$ cat config.mk
export PLATFORM = sky130hd
export DESIGN_NAME = servo_bus_status_deframer
export DESIGN_NICKNAME = d
export VERILOG_FILES = /design/src/rtl/sbsd_pkg.sv /design/src/rtl/sbsd_in_reg.sv /design/src/rtl/sbsd_core.sv /design/src/rtl/servo_bus_status_deframer.sv
export SDC_FILE = /design/constraint.sdc
export NUM_CORES = 1
export LEC_CHECK = 0
export ABC_AREA = 1
export CORE_ASPECT_RATIO = 1.75
export CORE_MARGIN = 8
export CORE_UTILIZATION = 45
export DETAILED_ROUTE_END_ITERATION = 12
export DONT_BUFFER_PORTS = 1
export PLACE_DENSITY = 0.6
export SLEW_MARGIN = 25
export SYNTH_ARGS = -nofsm -noshare
export SYNTH_HDL_FRONTEND = slang
export SYNTH_HIERARCHICAL = 1
export SYNTH_SLANG_ARGS = --single-unit
$ cat constraint.sdc
create_clock -name clk_i -period 8.97 [get_ports clk_i]
set_clock_uncertainty 0.05 [all_clocks]
set_input_delay 1.794 -clock clk_i [delete_from_list [all_inputs] [get_ports clk_i]]
set_output_delay 1.794 -clock clk_i [all_outputs]
set_load 0.02 [all_outputs]
$ cat src/rtl/sbsd_pkg.sv
`timescale 1ns / 1ps

package sbsd_pkg;

  // input item modes
  localparam logic [1:0] MODE_BYTE = 2'd0;
  localparam logic [1:0] MODE_TICK = 2'd1;
  localparam logic [1:0] MODE_ARM  = 2'd2;

  // result status codes
  localparam logic [1:0] ST_OK       = 2'd0;
  localparam logic [1:0] ST_TIMEOUT  = 2'd1;
  localparam logic [1:0] ST_TOO_LONG = 2'd2;

  // header FF FF FD 00: first three bytes in the window, newest lowest
  localparam logic [23:0] HDR_WINDOW = 24'hFFFFFD;
  localparam logic [7:0]  HDR_LAST   = 8'h00;
  localparam logic [1:0]  WIN_FULL   = 2'd3;

  // packet buffer positions
  localparam int unsigned ID_IDX     = 4;
  localparam int unsigned LEN_LO_IDX = 5;
  localparam int unsigned LEN_HI_IDX = 6;
  localparam int unsigned HDR_LEN    = 7;

  // timeout register
  localparam logic [15:0] TIMEOUT_RST = 16'd10;

  typedef struct packed {
    logic [1:0] mode;
    logic [7:0] rx_byte;
  } sbsd_in_t;

  typedef struct packed {
    logic [7:0] byte_value;
    logic [6:0] byte_index;
    logic       last;
    logic [1:0] status;
  } sbsd_out_t;

endpackage

$ cat src/rtl/sbsd_in_reg.sv
`timescale 1ns / 1ps

module sbsd_in_reg import sbsd_pkg::*; (
  input  logic     clk_i,
  input  logic     rst_ni,
  input  logic     in_valid_i,
  output logic     in_stall_o,
  input  sbsd_in_t in_data_i,
  output logic     proc_valid_o,
  output sbsd_in_t proc_data_o,
  input  logic     proc_ready_i
);

  logic     valid_q;
  sbsd_in_t data_q;
  logic     accept;

  // hold the item while the deframer cannot take it
  assign in_stall_o   = valid_q && !proc_ready_i;
  assign accept       = in_valid_i && !in_stall_o;
  assign proc_valid_o = valid_q;
  assign proc_data_o  = data_q;

  always_ff @(posedge clk_i or negedge rst_ni) begin
    if (!rst_ni) begin
      valid_q <= 1'b0;
    end else if (!valid_q || proc_ready_i) begin
      valid_q <= in_valid_i;
    end
  end

  always_ff @(posedge clk_i) begin
    if (accept) begin
      data_q <= in_data_i;
    end
  end

endmodule

$ cat src/rtl/sbsd_core.sv
`timescale 1ns / 1ps

module sbsd_core import sbsd_pkg::*; #(
  parameter int unsigned MAX_PACKET = 128
) (
  input  logic        clk_i,
  input  logic        rst_ni,
  input  logic [15:0] timeout_i,
  input  logic        proc_valid_i,
  input  sbsd_in_t    proc_data_i,
  output logic        proc_ready_o,
  output logic        out_valid_o,
  input  logic        out_stall_i,
  output sbsd_out_t   out_data_o
);

  localparam int unsigned POS_W = $clog2(MAX_PACKET + 1);

  localparam logic [1:0] PH_IDLE = 2'd0;
  localparam logic [1:0] PH_HUNT = 2'd1;
  localparam logic [1:0] PH_HEAD = 2'd2;
  localparam logic [1:0] PH_BODY = 2'd3;

  logic [1:0]       phase_q, phase_d;
  logic [23:0]      win_q, win_d;
  logic [1:0]       fill_q, fill_d;
  logic [POS_W-1:0] pos_q, pos_d;
  logic [7:0]       len_lo_q, len_lo_d;
  logic [POS_W-1:0] end_q, end_d;
  logic [15:0]      ticks_q, ticks_d;

  logic             out_valid_q;
  sbsd_out_t        out_q;
  logic             res_valid;
  sbsd_out_t        res;
  logic             go;

  logic [15:0]      limit;
  logic [15:0]      ticks_inc;
  logic [15:0]      full_len;
  logic [16:0]      total;
  logic [POS_W:0]   pos_inc;
  logic [POS_W+6:0] pos_ext;

  // output register frees when empty or taken
  assign proc_ready_o = !out_valid_q || !out_stall_i;
  assign go           = proc_valid_i && proc_ready_o;
  assign out_valid_o  = out_valid_q;
  assign out_data_o   = out_q;

  // shared datapath terms
  assign limit     = (timeout_i == 16'd0) ? 16'd1 : timeout_i;
  assign ticks_inc = (ticks_q != 16'hFFFF) ? ticks_q + 16'd1 : ticks_q;
  assign full_len  = {proc_data_i.rx_byte, len_lo_q};
  assign total     = 17'(HDR_LEN) + {1'b0, full_len};
  assign pos_inc   = {1'b0, pos_q} + {{POS_W{1'b0}}, 1'b1};
  assign pos_ext   = {7'd0, pos_q};

  // per-item deframing step
  always_comb begin
    phase_d   = phase_q;
    win_d     = win_q;
    fill_d    = fill_q;
    pos_d     = pos_q;
    len_lo_d  = len_lo_q;
    end_d     = end_q;
    ticks_d   = ticks_q;
    res_valid = 1'b0;
    res       = '0;
    res.byte_value = proc_data_i.rx_byte;
    res.byte_index = pos_ext[6:0];
    res.status     = ST_OK;

    unique case (proc_data_i.mode)
      MODE_ARM: begin
        phase_d  = PH_HUNT;
        win_d    = '0;
        fill_d   = '0;
        pos_d    = '0;
        len_lo_d = '0;
        end_d    = '0;
        ticks_d  = '0;
      end
      MODE_TICK: begin
        if (phase_q != PH_IDLE) begin
          if (ticks_inc >= limit) begin
            phase_d        = PH_IDLE;
            ticks_d        = '0;
            res_valid      = 1'b1;
            res.byte_value = '0;
            res.byte_index = '0;
            res.last       = 1'b1;
            res.status     = ST_TIMEOUT;
          end else begin
            ticks_d = ticks_inc;
          end
        end
      end
      MODE_BYTE: begin
        if (phase_q != PH_IDLE) begin
          ticks_d = '0;
          unique case (phase_q)
            PH_HUNT: begin
              if (fill_q == WIN_FULL && win_q == HDR_WINDOW
                  && proc_data_i.rx_byte == HDR_LAST) begin
                phase_d = PH_HEAD;
                pos_d   = POS_W'(ID_IDX);
              end else begin
                win_d = {win_q[15:0], proc_data_i.rx_byte};
                if (fill_q != WIN_FULL) begin
                  fill_d = fill_q + 2'd1;
                end
              end
            end
            PH_HEAD: begin
              pos_d = pos_inc[POS_W-1:0];
              if (pos_q == POS_W'(LEN_LO_IDX)) begin
                len_lo_d = proc_data_i.rx_byte;
              end
              if (pos_q != POS_W'(LEN_HI_IDX)) begin
                res_valid = 1'b1;
              end else if (total > 17'(MAX_PACKET)) begin
                // length does not fit the packet buffer
                phase_d        = PH_IDLE;
                ticks_d        = '0;
                res_valid      = 1'b1;
                res.byte_value = '0;
                res.byte_index = '0;
                res.last       = 1'b1;
                res.status     = ST_TOO_LONG;
              end else if (full_len == 16'd0) begin
                phase_d   = PH_IDLE;
                res_valid = 1'b1;
                res.last  = 1'b1;
              end else begin
                phase_d   = PH_BODY;
                end_d     = total[POS_W-1:0];
                res_valid = 1'b1;
              end
            end
            PH_BODY: begin
              pos_d     = pos_inc[POS_W-1:0];
              res_valid = 1'b1;
              if (pos_inc >= {1'b0, end_q}) begin
                phase_d  = PH_IDLE;
                res.last = 1'b1;
              end
            end
            default: begin
            end
          endcase
        end
      end
      default: begin
      end
    endcase
  end

  // deframer state
  always_ff @(posedge clk_i or negedge rst_ni) begin
    if (!rst_ni) begin
      phase_q  <= PH_IDLE;
      win_q    <= '0;
      fill_q   <= '0;
      pos_q    <= '0;
      len_lo_q <= '0;
      end_q    <= '0;
      ticks_q  <= '0;
    end else if (go) begin
      phase_q  <= phase_d;
      win_q    <= win_d;
      fill_q   <= fill_d;
      pos_q    <= pos_d;
      len_lo_q <= len_lo_d;
      end_q    <= end_d;
      ticks_q  <= ticks_d;
    end
  end

  // result register
  always_ff @(posedge clk_i or negedge rst_ni) begin
    if (!rst_ni) begin
      out_valid_q <= 1'b0;
    end else if (proc_ready_o) begin
      out_valid_q <= go && res_valid;
    end
  end

  always_ff @(posedge clk_i) begin
    if (go && res_valid) begin
      out_q <= res;
    end
  end

endmodule

$ cat src/rtl/servo_bus_status_deframer.sv
`timescale 1ns / 1ps

// Servo-bus status reply deframer. Takes one item per clock cycle, every
// cycle, while the result side is not stalled: an item passes an input
// register and one short step of deframing logic into a result register.
// Bytes are searched for the header FF FF FD 00 once an arm item has been
// given; the ID, both length bytes and the body bytes then come out one
// result each with their buffer index, the final one with last set. A tick
// item counts idle time and ends reception with a timeout result once the
// configured tick count is reached; a length that does not fit MAX_PACKET
// ends it with a too-long result. The timeout register resets to 10 ticks.
// The user must write it through the config channel only while no item is
// in flight; the block does not enforce this.
module servo_bus_status_deframer import sbsd_pkg::*; #(
  parameter int unsigned MAX_PACKET = 128
) (
  input  logic        clk_i,
  input  logic        rst_ni,
  input  logic        in_valid_i,
  output logic        in_stall_o,
  input  sbsd_in_t    in_data_i,
  output logic        out_valid_o,
  input  logic        out_stall_i,
  output sbsd_out_t   out_data_o,
  input  logic        cfg_valid_i,
  output logic        cfg_ready_o,
  input  logic [15:0] cfg_data_i
);

  logic [15:0] timeout_q;
  logic        proc_valid;
  sbsd_in_t    proc_data;
  logic        proc_ready;

  // timeout register, always writable
  assign cfg_ready_o = 1'b1;

  always_ff @(posedge clk_i or negedge rst_ni) begin
    if (!rst_ni) begin
      timeout_q <= TIMEOUT_RST;
    end else if (cfg_valid_i && cfg_ready_o) begin
      timeout_q <= cfg_data_i;
    end
  end

  sbsd_in_reg u_in_reg (
    .clk_i        (clk_i),
    .rst_ni       (rst_ni),
    .in_valid_i   (in_valid_i),
    .in_stall_o   (in_stall_o),
    .in_data_i    (in_data_i),
    .proc_valid_o (proc_valid),
    .proc_data_o  (proc_data),
    .proc_ready_i (proc_ready)
  );

  sbsd_core #(
    .MAX_PACKET (MAX_PACKET)
  ) u_core (
    .clk_i        (clk_i),
    .rst_ni       (rst_ni),
    .timeout_i    (timeout_q),
    .proc_valid_i (proc_valid),
    .proc_data_i  (proc_data),
    .proc_ready_o (proc_ready),
    .out_valid_o  (out_valid_o),
    .out_stall_i  (out_stall_i),
    .out_data_o   (out_data_o)
  );

  // input only backs up behind a held result
  assert property (@(posedge clk_i) disable iff (!rst_ni)
    in_stall_o |-> (out_valid_o && out_stall_i))
    else $error("input stalled without a held result");

  // a new result needs an item in the input register the cycle before
  assert property (@(posedge clk_i) disable iff (!rst_ni)
    (out_valid_o && !$past(out_valid_o)) |-> $past(proc_valid))
    else $error("result appeared without an item");

  // error results always close the packet with cleared fields
  assert property (@(posedge clk_i) disable iff (!rst_ni)
    (out_valid_o && out_data_o.status != ST_OK) |->
      (out_data_o.last && out_data_o.byte_index == 7'd0
       && out_data_o.byte_value == 8'd0))
    else $error("error result not marked last");

endmodule

Yosys cells after proc, flatten, opt, wreduce, memory -nomap -nowiden
Index checks and enable logic that the tools add are counted.
{ "totals": {"register_bits": 114, "input_bits": 31, "out_inout_bits": 21, "word_cells": 135} }
{ "op_classes": {"addsub": 4, "magnitude_cmp": 3, "eq_ne": 27, "muxes": 57, "reduce_logical": 28} }
{ "op_table": {"columns": ["cell", "n"], "rows": [
  ["2-to-1 mux 16 bit", 5],
  ["2-to-1 mux 8 bit", 10],
  ["2-to-1 mux 18 bit", 4],
  ["2-to-1 mux 24 bit", 3],
  ["case mux 8 bit (2 select lines)", 4],
  ["case mux 16 bit (3 select lines)", 1],
  ["case mux 24 bit (2 select lines)", 1],
  ["case mux 18 bit (2 select lines)", 1],
  ["zero test 16 bit", 2],
  ["2-to-1 mux 15 bit", 2],
  ["2-to-1 mux 2 bit", 14],
  ["equality test 24 bit, second input constant", 1],
  ["adder 3 x 16 -> 17 bit, first input constant", 1],
  ["> comparator 17 x 8 -> 1 bit, second input constant", 1],
  ["adder 16 x 1 -> 16 bit, second input constant", 1],
  [">= comparator 16 bit", 1],
  ["inequality test 16 bit, second input constant", 1],
  ["AND reduction 5 bit", 3],
  ["inequality test 2 x 1 -> 1 bit, second input constant", 6],
  ["inequality test 2 bit, second input constant", 6],
  ["case mux 2 bit (3 select lines)", 2],
  ["adder 8 x 1 -> 9 bit, second input constant", 1],
  [">= comparator 9 x 8 -> 1 bit", 1],
  ["AND reduction 9 bit", 1],
  ["22 further kinds", 46]
]} }

Logic depth before layout (Yosys ltp)
Gate-level depths: netlist of the first run.
{ "logic_depth": {"depth_word": 7, "ltp_mapped": 21, "ltp_nobuf": 20} }

By module
Netlist of the first run, hierarchy kept.
{ "modules_own_cells": {"columns": ["mod", "instances", "cells_each", "area_per_inst_um2"], "rows": [
  ["sbsd_core", 1, 732, 5521.5],
  ["servo_bus_status_deframer", 1, 70, 658.1],
  ["sbsd_in_reg", 1, 17, 357.8]
]} }

Worst setup path after synthesis of the first run
No wires, ideal clock.
{ "synth_path": {"path_type": "input-to-output", "start": "input out_stall_i", "end": "output in_stall_o", "t_arrival_ns": 2.229, "slack_ns": 4.897, "path_stages": 2, "cell_sequence": "nand2_1 nor2_1"} }
{ "synth_between": {"elab_chain_cells": 4} }
{ "synth_lines": {"columns": ["element", "line", "rtl"], "rows": [
  ["from (decl)", "servo_bus_status_deframer.sv:23", "input logic out_stall_i,"],
  ["zero test 1 bit", "sbsd_core.sv:46", "assign proc_ready_o = !out_valid_q || !out_stall_i;"],
  ["logical OR 1 bit", "sbsd_core.sv:46", null],
  ["zero test 1 bit", "sbsd_in_reg.sv:19", "assign in_stall_o = valid_q && !proc_ready_i;"],
  ["logical AND 1 bit", "sbsd_in_reg.sv:19", null],
  ["to (decl)", "servo_bus_status_deframer.sv:20", "output logic in_stall_o,"]
]} }
No other way between the ends.

Worst setup path after layout of the first run
Same ends and word-level chain as after synthesis.

==> qor.yml, run 1 <==
status: "complete, no violations"
grt_pass1_vias: 5491
hpwl_um: 12200
path_max_fanout: 5
finalNetCount: 887
htreeDepth: 4
hold_viol_final: 0
path_depth: 2
async_flop_share_pct: 75.4
vias: 5440
dieArea_um2: 18800
seq_area_frac_synth_pct: 45.8
yosys_register_bits: 114
vias_per_cell: 5.37
setup_viol: 0
cp_top_family: "simple AND/OR/NAND/NOR gates"
grt_max_degree: 87
synth_top_area_share_pct: 32.2
numCtsBuffers: 17
cts_hold_buffers: 0
critical_path.startpoint_type: "input pin"
multi_input_area_um2: 2930
synth_edf_count: 28
syn-mean-instance-area_um2: 7.98
ys_top_cells_by_area: "dfrtp_1, edfxtp_1, nand2_1"
diodes: 0
max_cap_viol_count: 0
hold_ws_ns: 0.417
yosysWarnings: 6
cts-resized-gates: 0
grt_usage_pct: 17.7
clk_pin_slew_worst_paths_ns: 0.05
final_cell_area_um2: 7270
fillers: 1357
relSlewSlack_pct: 39.1
synth_nets: 886
dpl-instance-area_um2: 6650
drv_slew: 0
cts_buffer_depth: 2
cp_data_required_time_ns: 7.13
reg2reg_depth: 16
core_um2: 14300
synth_largest_area_cell: "dfrtp_1"
cp_slowest_cell: "nor2_1"
clk_latency_ns: 0.41
setup.worst_path.end_class: "output pin"
firstDrtPassIters: 5
ys.flop_type: "dfrtp_1"
grt-ovfl-total: 0
fin_tns_setup_ns: 0
routed_wl_um: 16100
path_cells: "nand2_1 -> nor2_1"
num_rows: 58
rsz0062_at_grt: "no"
ios: 52
peakVddDrop_uv: 129
path_class: "input pin to output pin"
synth_cells: 819
hp-class: "flip-flop to flip-flop"
p_per_area_nw_per_um2: 233
hold_depth: 2
min_period_ns: 4.13
clkSinkCount: 114
cp.arrival_ns: 2.29
antenna_found_initial: 0
dr.first_iter.drc_count: 281
wl_per_cell_um: 15.9
grt_pass1_wl_um: 26200
synth_area_um2: 6540
regArea_um2: 3000
synth_cell_type_count: 43
die_x_um: 107
tritoncts: "done"
dp_cells: 981
fin_cells: 1013
io_buffers: 0
slowest_delay_ns: 0.37
die_h_um: 175
critPathBufInv: 0
drive_gt1_share_pct: 7.68
start_util_pct: 45.7
drcViolationCount: 0
leakagePower_nw: 3.48
cts_setup_buffers: 0
area_delta_synth_final_pct: 11.2
drtAntennaViolNets: 0
cts_root_buf: "clkbuf_16"
tightest_slew_ns: 0.913
fmax_mhz: 242
gp_congestion: 0.879
final.period_utilization_pct: 46.1
==> layer usage <==
metal	routed length (um)	track usage, %
met1	5990	17.3
met2	9170	33.8
met3	499	3.89
met4	449	7.55
met5	0	0
==> layout by cell type, fill, tap and decap left out, drive strengths merged, types with 3 or more instances in the layout <==
cell and n:
bufinv 3, nor3 13, or2 4, o22ai 24, nand4 24, nand3 49, o21ai 46, xor2 9
nor4 3, edfxtp 28, nand3b 4, and2 12, clkbuf 18, inv 135, clkinvlp 3, ha 36
a21oi 36, nor2 77, clkinv 4, dfrtp 84, nand2 205
==> registers in the layout, indices dropped and copies added, names as in the netlist <==
name,cells
u_core/fill_q,2
u_in_reg/proc_valid_o,1
u_core/pos_q,8
u_in_reg/proc_data_o,10
u_core/end_q,8
u_core/win_q,24
timeout_q,16
u_core/out_valid_o,1
u_core/ticks_q,16
u_core/len_lo_q,8
u_core/phase_q,2
u_core/out_data_o,18
==> worst paths after layout <==
path,from,endpoint,slack (ns)
setup / recovery,out_stall_i,in_stall_o,4.84
hold / removal,timeout_q[1]$_DFFE_PN1P_,timeout_q[1]$_DFFE_PN1P_,0.42
setup reg to reg,u_core/ticks_q[0]$_DFFE_PN0P_,u_core/ticks_q[8]$_DFFE_PN0P_,5.33
hold reg to reg,timeout_q[1]$_DFFE_PN1P_,timeout_q[1]$_DFFE_PN1P_,0.42
max in group asynchronous,rst_ni,timeout_q[1]$_DFFE_PN1P_,7.62
min in group asynchronous,rst_ni,u_core/pos_q[5]$_DFFE_PN0P_,1.02
==> final cells by class <==
class / instances / area share (%)
Sequential cell: 114 / 41.2
Multi-Input combinational cell: 555 / 40.3
Inverter: 131 / 6.83
Clock buffer: 18 / 6.04
Tap cell: 180 / 3.10
Clock inverter: 14 / 2.43
Timing Repair Buffer: 1 / 0.103
==> per-stage QoR <==
stage                     power (mW)  util (%)  setup slack, ns
after global placement         0.983      46.5             4.65
after global routing            1.78      50.8             4.80
final                           1.69      50.8             4.84
after CTS                       1.71      50.8             4.82
after detailed placement       0.996      46.5             4.81
after floorplan                0.916         -             4.90
==> synthesized netlist by cell type (3+ instances only) <==
cell	n
a21oi_1	35
o21ai_0	44
buf_4	3
nand3_1	48
xor2_1	9
buf_6	3
nand2_2	13
dfrtp_1	84
and2_1	12
inv_1	128
nor2_2	3
clkbuf_1	8
buf_2	4
edfxtp_1	28
nor3_1	13
nand3b_1	4
nor4_1	3
or2_2	4
nor2_1	73
o22ai_1	24
nand2_1	192
nand4_1	23
ha_1	36
==> tightest hold or removal path: stages, from the launching register on <==
cell and delay [ns]:
dfstp_2 0.37, nand2_1 0.05, nand2_1 0.04
==> power by group <==
group	switching (mW)	internal [mW]
combinational	0.213	0.111
clock	0.255	0.448
sequential	0.0638	0.603
==> cells by family (layout without fill, tap and decap cells) <==
family	count (synthesis)	in the layout	share of synthesized area, %
AO/OA/AOI/OAI	115	115	9.70
XOR/XNOR	11	11	1.47
adder cells (fa/ha/maj)	36	36	6.89
buffers and inverters	150	164	9.53
flip-flops	114	114	45.8
other	1	1	0.0574
AND/OR/NAND/NOR	392	392	26.5
Note: power is estimated with default switching activity, not from simulation.
==> run 2, diff against run 1 <==
--- a/config.mk
+++ b/config.mk
@@ -11,7 +11,7 @@
 export CORE_UTILIZATION = 45
 export DETAILED_ROUTE_END_ITERATION = 12
 export DONT_BUFFER_PORTS = 1
-export PLACE_DENSITY = 0.6
+export PLACE_DENSITY = 0.62
 export SLEW_MARGIN = 25
 export SYNTH_ARGS = -nofsm -noshare
 export SYNTH_HDL_FRONTEND = slang
==> constraint.sdc (replaced) <==
create_clock -name clk_i -period 3.8 [get_ports clk_i]
set_clock_uncertainty 0.05 [all_clocks]
set_input_delay 0.76 -clock clk_i [delete_from_list [all_inputs] [get_ports clk_i]]
set_output_delay 0.76 -clock clk_i [all_outputs]
set_load 0.02 [all_outputs]
==> run 2 against run 1 <==
- die area is the same
- cell area is 0.19% higher
- combinational power grew 150%
- power increased by 130%
- global-route usage barely moved
- setup slack got worse by 4.4 ns
- clock-buffer cell count increased by 1
- sequential power up 140%
- sequential cell count stayed put
- hold slack got worse by 0.28 ns
- register-to-register slack worse by 4.9 ns
- largest cell class unchanged
==> qor.yml, run 2 (synthesis results as in run 1) <==
setup_viol: 0
p_sw_mw: 1.31
fmax_mhz: 294
drv_slew: 0
regArea_um2: 3000
cts_buffer_depth: 2
die_x_um: 107
dieArea_um2: 18800
clkSinkCount: 114
grt_max_degree: 85
max_cap_viol_count: 0
vias_per_cell: 5.31
io_buffers: 0
setup.worst_path.end_class: "flip-flop"
num_rows: 58
swShare_pct: 33.5
gp_congestion: 0.918
wl_per_cell_um: 15.6
drive_gt1_share_pct: 8.12
cts_setup_buffers: 0
p_comb_share_pct: 20.3
start_util_pct: 45.7
leakagePower_nw: 3.50
cp_data_required_time_ns: 3.90
path_class: "flip-flop to flip-flop"
diodes: 0
area_delta_synth_final_pct: 11.4
core_um2: 14300
status: "complete, no violations"
dr.first_iter.drc_count: 244
clk_latency_ns: 0.41
cts_root_buf: "clkbuf_16"
die_h_um: 175
dpl-instance-area_um2: 6670
final_common_cell: "nand2_1"
p_per_area_nw_per_um2: 537
hpwl_um: 11800
grt_pass1_vias: 5573
numCtsBuffers: 17
grt_pass1_wl_um: 26300
cp.arrival_ns: 3.50
fin_tns_setup_ns: 0
final.period_utilization_pct: 89.5
routed_wl_um: 15900
relSlewSlack_pct: 39.6
hold_viol_final: 0
pwr-share-clk_pct: 39.5
grt_usage_pct: 17.7
htreeDepth: 4
finalNetCount: 891
largest_reg_flops: 24
drtAntennaViolNets: 0
firstDrtPassIters: 5
clk_pin_slew_worst_paths_ns: 0.06
hp-class: "input pin to async pin"
final_cell_area_um2: 7280
peakVddDrop_uv: 333
grt-ovfl-total: 0
rsz0062_at_grt: "no"
fillers: 1353
seqPwrFrac_pct: 40.1
critical_path.startpoint_type: "flip-flop"
drcViolationCount: 0
min_period_ns: 3.40
tritoncts: "done"
antenna_found_initial: 2
ios: 52
internal_power_mw: 2.60
vias: 5403
multi_input_area_um2: 2930
top_register: "u_core/win_q"
path_max_fanout: 18
tightest_slew_ns: 0.907
final_cell_mix: "nand2_1, inv_1, dfrtp_1"
-- run 2: changes by cell type in the layout (fill, tap and decap cells not counted) --
| cell | delta |
|---|---|
| nand3_4 | +1 |
| nand3_2 | -1 |
| clkbuf_16 | +1 |
| nor2_2 | +1 |
| bufinv_16 | -3 |
| buf_4 | +3 |
| clkinv_4 | +1 |
| clkinvlp_4 | -1 |
| buf_16 | +1 |
| inv_6 | +1 |
| inv_4 | -1 |
| inv_8 | +2 |
| nor2_4 | -1 |
-- run 2: worst max-delay path, cell delays in order, from the launching register on --
cell,delay [ns]
dfrtp_1,0.43
ha_1,0.22
nand2_1,0.07
inv_1,0.07
nand4_1,0.16
nor2_2,0.23
nand3_1,0.13
nand4_1,0.11
xor2_1,0.25
ha_1,0.29
a21oi_1,0.18
o21ai_0,0.10
a21oi_1,0.22
nand3_1,0.14
a21oi_1,0.23
nor2_2,0.04
buf_4,0.21
-- run 2: worst paths after layout --
| path | start | end | slack (ns) | depth (start not counted) |
|---|---|---|---|---|
| max reg2reg | u_core/ticks_q[0]$_DFFE_PN0P_ | u_core/out_data_o[17]$_DFFE_PP_ | 0.40 | 16 |
| max | u_core/ticks_q[0]$_DFFE_PN0P_ | u_core/out_data_o[17]$_DFFE_PP_ | 0.40 | 16 |
| min | rst_ni | timeout_q[1]$_DFFE_PN1P_ | 0.14 | 0 |
| min in group clk_i | cfg_valid_i | timeout_q[1]$_DFFE_PN1P_ | 0.39 | 2 |
| min reg2reg | timeout_q[1]$_DFFE_PN1P_ | timeout_q[1]$_DFFE_PN1P_ | 0.42 | 2 |
| max in group asynchronous | rst_ni | u_core/len_lo_q[6]$_DFFE_PN0P_ | 3.11 | 1 |
-- run 2: power by group through the flow --
stage,sequential [mW],combinational [mW],clock (mW)
2_1_floorplan,1.53,0.628,0
3_3_place_gp,1.59,0.737,0
3_5_place_dp,1.59,0.762,0
4_1_cts,1.57,0.792,1.58
5_1_grt,1.59,0.913,1.63
6_report,1.57,0.795,1.55
-- run 2: layout make-up --
cell class | count | share of cell area [%]
Clock buffer | 19 | 6.37
Clock inverter | 13 | 1.55
Inverter | 131 | 6.82
Multi-Input combinational cell | 555 | 40.3
Sequential cell | 114 | 41.1
Tap cell | 180 | 3.09
Timing Repair Buffer | 5 | 0.790
-- run 2: repair_timing --
item | CTS | global route
hold buffers | 1 | 0
endpoints found under the hold margin | 84 | 0
gates resized for setup | 0 | 2
endpoints found under the setup margin | 0 | 33
-- run 2: metrics by stage --
step	instances	utilization, %	hold slack (ns)	worst slack [ns]	total power, mW
floorplan	819	-	0.392	0.336	2.16
global placement	984	46.6	0.407	0.402	2.32
detailed placement	984	46.6	0.406	0.279	2.35
CTS	1017	50.9	0.121	0.265	3.94
global route	1017	50.9	0.117	0.0273	4.13
finish	1017	50.9	0.135	0.399	3.91
-- run 2: metal layers --
layer  part of all wire [%]  vias up  GRT usage, %
li1                       -     2676             -
met3                    3.4       50          3.93
met1                     37     2524          17.7
met4                    5.0        4          11.5
met5                   0.16        -             0
met2                     54      149          31.7
